===== src/rtl/tqha_pkg.sv =====
package tqha_pkg;

  localparam int unsigned POOLS            = 8;
  localparam int unsigned QUERIES_PER_POOL = 64;

  localparam int unsigned SLOT_W  = (QUERIES_PER_POOL > 1) ? $clog2(QUERIES_PER_POOL) : 1;
  localparam int unsigned POOL_W  = (POOLS > 1) ? $clog2(POOLS) : 1;
  localparam int unsigned ENTRY_W = POOL_W + SLOT_W;
  // Table and stack rows are addressed as {pool, slot}; slot offsets past the
  // pool size are never used.
  localparam int unsigned ENTRIES = POOLS << SLOT_W;
  localparam int unsigned CNT_W   = $clog2(QUERIES_PER_POOL + 1);

  localparam int unsigned OP_W       = 2;
  localparam int unsigned POOL_IDX_W = 8;
  localparam int unsigned HANDLE_W   = 32;
  localparam int unsigned STATUS_W   = 2;
  localparam int unsigned POOL_OUT_W = 3;
  localparam int unsigned SLOT_OUT_W = 6;

  localparam int unsigned QUEUE_DEPTH = 2;

  typedef enum logic [OP_W-1:0] {
    OP_ALLOC   = 2'd0,
    OP_RELEASE = 2'd1,
    OP_RESOLVE = 2'd2,
    OP_RESOLVE_ALT = 2'd3
  } op_e;

  typedef enum logic [STATUS_W-1:0] {
    STAT_OK     = 2'd0,
    STAT_POOL   = 2'd1,
    STAT_HANDLE = 2'd2
  } status_e;

  typedef enum logic [1:0] {
    CMD_ALLOC,
    CMD_RELEASE,
    CMD_RESOLVE,
    CMD_BADPOOL
  } cmd_e;

  typedef enum logic [2:0] {
    S_INIT,
    S_IDLE,
    S_STACK,
    S_PROBE,
    S_SEARCH
  } state_e;

  typedef struct packed {
    cmd_e                kind;
    logic [POOL_W-1:0]   pool;
    logic [HANDLE_W-1:0] handle;
  } cmd_t;

  typedef struct packed {
    logic                valid;
    logic [HANDLE_W-1:0] handle;
  } tbl_word_t;

endpackage


===== src/rtl/tqha_queue.sv =====
module tqha_queue (
  input  logic             clk_i,
  input  logic             rst_ni,
  input  logic             push_i,
  input  tqha_pkg::cmd_t   cmd_i,
  output logic             full_o,
  input  logic             pop_i,
  output logic             valid_o,
  output tqha_pkg::cmd_t   cmd_o
);

  localparam int unsigned PtrW = (tqha_pkg::QUEUE_DEPTH > 1) ? $clog2(tqha_pkg::QUEUE_DEPTH) : 1;
  localparam int unsigned CntW = $clog2(tqha_pkg::QUEUE_DEPTH + 1);

  tqha_pkg::cmd_t    slots_q [tqha_pkg::QUEUE_DEPTH];
  logic [PtrW-1:0]   wr_q, wr_d, rd_q, rd_d;
  logic [CntW-1:0]   cnt_q, cnt_d;

  assign full_o  = (cnt_q == CntW'(tqha_pkg::QUEUE_DEPTH));
  assign valid_o = (cnt_q != '0);
  assign cmd_o   = slots_q[rd_q];

  always_comb begin
    wr_d  = wr_q;
    rd_d  = rd_q;
    cnt_d = cnt_q;
    if (push_i) begin
      wr_d = (wr_q == PtrW'(tqha_pkg::QUEUE_DEPTH - 1)) ? '0 : wr_q + 1'b1;
    end
    if (pop_i) begin
      rd_d = (rd_q == PtrW'(tqha_pkg::QUEUE_DEPTH - 1)) ? '0 : rd_q + 1'b1;
    end
    if (push_i && !pop_i) begin
      cnt_d = cnt_q + 1'b1;
    end else if (pop_i && !push_i) begin
      cnt_d = cnt_q - 1'b1;
    end
  end

  always_ff @(posedge clk_i or negedge rst_ni) begin
    if (!rst_ni) begin
      wr_q  <= '0;
      rd_q  <= '0;
      cnt_q <= '0;
    end else begin
      wr_q  <= wr_d;
      rd_q  <= rd_d;
      cnt_q <= cnt_d;
    end
  end

  always_ff @(posedge clk_i) begin
    if (push_i) begin
      slots_q[wr_q] <= cmd_i;
    end
  end

  assert property (@(posedge clk_i) disable iff (!rst_ni) pop_i |-> valid_o)
    else $error("queue popped while empty");
  assert property (@(posedge clk_i) disable iff (!rst_ni) push_i |-> !full_o)
    else $error("queue pushed while full");
  assert property (@(posedge clk_i) disable iff (!rst_ni)
                   (push_i && !pop_i) |=> (cnt_q == $past(cnt_q) + 1'b1))
    else $error("queue count lost a push");

endmodule


===== config.mk =====
export PLATFORM = sky130hd
export DESIGN_NAME = tqha_queue
export DESIGN_NICKNAME = d
export VERILOG_FILES = /design/src/rtl/tqha_pkg.sv /design/src/rtl/tqha_queue.sv
export SDC_FILE = /design/constraint.sdc
export NUM_CORES = 1
export LEC_CHECK = 0
export BUFFER_PORTS_ARGS = -buffer_cell sky130_fd_sc_hd__buf_4
export CORE_MARGIN = 3
export CORE_UTILIZATION = 46
export DETAILED_ROUTE_END_ITERATION = 16
export PLACE_DENSITY_LB_ADDON = 0.15
export RECOVER_POWER = 25
export SLEW_MARGIN = 20
export SYNTH_ARGS = -nofsm -noshare
export SYNTH_HDL_FRONTEND = slang
export SYNTH_SLANG_ARGS = --single-unit

===== constraint.sdc =====
create_clock -name clk_i -period 2.5 [get_ports clk_i]
set_clock_uncertainty 0.05 [all_clocks]
set_input_delay 0.5 -clock clk_i [delete_from_list [all_inputs] [get_ports clk_i]]
set_output_delay 0.5 -clock clk_i [all_outputs]
set_load 0.02 [all_outputs]

# [Word-level counts from Yosys, hierarchy flattened]
# Memory sizes are Yosys's and may differ from the RTL's.
# Index checks and enable logic that the tools add are counted.
# W data, S select, Z words.
[totals] word_cells=21 ram_bits=74 n_memories=1 ff_bits=4
[op_classes] addsub=4 muxes=6 n_reduce_logical=6 eq_ne=1
[mem_list] memory="slots_q" words=2 word_bits=37 read_ports=1 rd_ports_with_merged_regs=0 wr=1 line="tqha_queue.sv:15" text="tqha_pkg::cmd_t slots_q [tqha_pkg::QUEUE_DEPTH];"
[op_table] cell="$mux W1" count=4
[op_table] cell="$mux W2" count=2
[op_table] cell="$reduce_bool A2 Y1" count=2
[op_table] cell="$add A1 B1 Y1 const B" count=2
[op_table] cell="$add A2 B1 Y2 const B" count=1
[op_table] cell="$eq A2 B2 Y1 const B" count=1
[op_table] cell="$logic_and A1 B1 Y1" count=2
[op_table] cell="$logic_not A1 Y1" count=2
[op_table] cell="$sub A2 B1 Y2 const B" count=1

# [Logic depth before layout (Yosys ltp)]
[depth] depth_word=4 mapped_depth=5

# [Worst setup path before layout]
# OpenSTA, ideal clock, no wires.
[synth_path] path_kind="input -> register" start="in push_i" end="mem slots_q[0][0] (netlist name), enable pin" required_time_ns=2.014 path_stages=1 setup_ns=0.436 arrival_ns=2.161 n_path_buf=0 slack_ns=-0.147 path_cell_list="nor2b_1"
[synth_via] elab_chain_cells=2
[synth_lines] item="start: declaration" line="tqha_queue.sv:4" text="input logic push_i,"
[synth_lines] item="$mux W1" line="tqha_queue.sv:53" text="if (push_i) begin"
[synth_lines] item="$mux W1 (not written as such)" line="tqha_queue.sv:54" text="slots_q[wr_q] <= cmd_i;"
[synth_lines] item="end: declaration" line="tqha_queue.sv:15"
# Every way passes these cells.

==> results.md <==
* # rows at 28
* R2R cell count at 2
* Die height at around 86 um
* Pwr/cell area at between 1000 and 1500 mW/mm2
* Vias in the first global route at 1,514
* CP bufs+invs at 2
* Clock Path Buffers at 2
* Pin count of the biggest net entering global routing at 21
* Cell variety after synth at 14
* Critical Path AT at 1780 ps
* Worst-Skew Late Latency at 330 ps
* Remaining antenna violation count at 0
* Root buf cell: clkbuf_8
* Met1 wire length at 1800 um
* GP Congestion at about 0.77
* Total power at 4440 uW
* Max VDD drop at 0.709 mV
* Syn-to-layout area delta at 31.5%
* Global-route wire length before repair at 7470 um
* Hold Crit Class: in2reg
* Unrepaired setup endpoints after global routing: false
* Net Switching at 1330 uW
* IO buf count at just under 80
* Post-Syn Nets at 173
* Core area at 0.00606 mm2
* CP Data Required Time at 1950 ps
* Post-layout minimum cycle time at ~2300 ps
* H-tree Lvls at 3
* Worst hold path cell count at 2
* Share of layout cells above drive strength 1 at 0.588
* Part of the power in the clock network at 0.219
* DP Wirelength at 3410 um
* Internal power at 3110 uW
* Fillers at approximately 440
* Leak at 0.00152 uW
* Worst-Margin Slew at 614 ps
* Synth top area share at 0.755
* Global route total overflow at 0
* Die Wd at about 86 um
* Fin. max-slew vios at 0
* Total number of vias at 1,429
* Commonest non-fill, non-tap cells in the layout: edfxtp_1 (74), buf_4 (51), clkbuf_4 (24)
* Vias per std cell at 4.75
* CP endpoint kind: output port
* Slew HR at 0.590
* Layout Nets at 263
* Adder-Cell Fraction of Synth Area at 0.00425
* Max cap viols at 0
* Post-synthesis sequential area ratio at 0.789
* Most common cell after layout, fill and taps aside: edfxtp_1
* Post-cts sizing count at 0
* Final setup fails at 0
* Synth Area in Simple Gates at 0.00978
* Yosys Warn Count at 0
* Cell count after synthesis at 131
* Gr usage total at 0.138
* Crit path kind: reg2out
* ANT cells at 0
* Combinational share of power at 0.357
* Synth area leader: edfxtp_1
* CTS tree: built
* Synth top area cells: edfxtp_1 (76%), mux2_4 (10%), mux2_2 (6.5%), dfrtp_1 (3.4%), xor2_1 (1.2%)
* DR iter-0 viols at 51
* Crit-path max FO at 20
* Share of power burned in registers at 0.425
* Top Ports at 80
* Setup TNS at 0 ps
* Xor and xnor fraction of the mapped netlist area at 0.0149
* 1st-pass router iterations at 2
* Slowest CP cell: dfrtp_2
* Clock transition at path regs at 70 ps
* Cell family with most CP delay: flip-flops
* DR WL met2 at 2430 um
* Synth Area in Compound Gates at 0
* Number of synthesized register bits at between 70 and 80
* CP Launch Type: flip-flop
* # clock sinks at 78
* Mux share of post-synthesis cell area at 0.167
* Status: finished, final reports clean
* Final hold violations at 0
* Max incr delay on CP at between 600 and 700 ps
* Post-Synthesis Mean Instance Area at 22.5 um2
* Initial antenna violation count at 0
* Switching share of power at 0.299
* Met3 wire length at 410 um
* WL per Instance at 15.6 um
* Drt total wl at 4690 um
* Fmax at 0.428 GHz
* Mapped cell area at 0.00294 mm2
* Remaining DRCs at 0
* Die Area at 0.00739 mm2
* Max layer used: met4
* Starting Density at 0.485
* Final period utilization at 0.934
* Crit path cell chain: buf_12, mux2_2, buf_4
* Largest family of logic cells by synthesized area: multiplexers
* Number of CTS-inserted buffers at 9
* CP Depth at 3
[power by group through the flow]
stage	Clock (uW)	Combinational (uW)	Sequential, uW
after floorplan	0	1090	1830
after global placement	0	1590	1900
after detailed placement	0	1610	1920
after CTS	996	1610	1890
after global routing	1060	1680	1920
final	970	1580	1880
[layout make-up]
cell class,count,area [um2],share of cell area
sequential,78,2320,0.601
inverter,1,3.75,0.000971
clock inverter,7,88.8,0.0230
clock buffer,9,124,0.0320
timing repair buffer,83,648,0.168
multi-input combinational,48,586,0.151
tap,75,93.8,0.0243
[worst paths after layout]
kind                               start              to  slack (ps)
worst min register to register  cnt_q[1]        cnt_q[1]         440
worst max register to register      wr_q  slots_q[0][25]         950
worst max-delay path                rd_q       cmd_o[16]         170
max in group asynchronous         rst_ni            rd_q        1850
min in group asynchronous         rst_ni        cnt_q[1]         430
worst min-delay path               pop_i            rd_q         300
[worst reg2reg max path: stages (launching register included)]
cell and delay (ps):
dfrtp_1 430, nor2b_4 520, buf_12 250
[cells in the mapped netlist (all sizes together)]
library cell  number
and2               1
buf                4
dfrtp              4
edfxtp            74
ha                 1
inv                1
mux2              37
nor2               1
nor2b              2
or2                1
xnor2              1
xor2               4
[layer usage]
layer,GRT usage,up-vias
li1,-,689
met1,0.156,681
met2,0.228,55
met3,0.0586,4
met4,0.0604,0
met5,0,-
[kinds of logic after synthesis]
group | after synthesis
XOR/XNOR | 5
adder cells (fa/ha/maj) | 1
buffers and inverters | 5
flip-flops | 78
multiplexers | 37
AND/OR/NAND/NOR | 5
[flip-flops by register name (all words and copies together) (netlist names)]
register  flops
cnt_q         2
rd_q          1
slots_q      74
wr_q          1
[per-stage QoR]
step                      setup WS (ps)  hold slack, ps  utilization  instance area (um2)  std cells
after global placement              536             250        0.604                 3660        284
after floorplan                     541             154            -                 2940        131
final                               166             296        0.638                 3870        301
after CTS                           128             272        0.641                 3880        301
after detailed placement            504             252        0.604                 3660        284
after global routing               69.5             279        0.638                 3870        301
[timing repair]
action / in CTS / in global routing
hold buffers: 1 / 0
setup buffers: 0 / 0
endpoints found under the hold margin: 4 / 0
(Power assumes the default switching activity.)
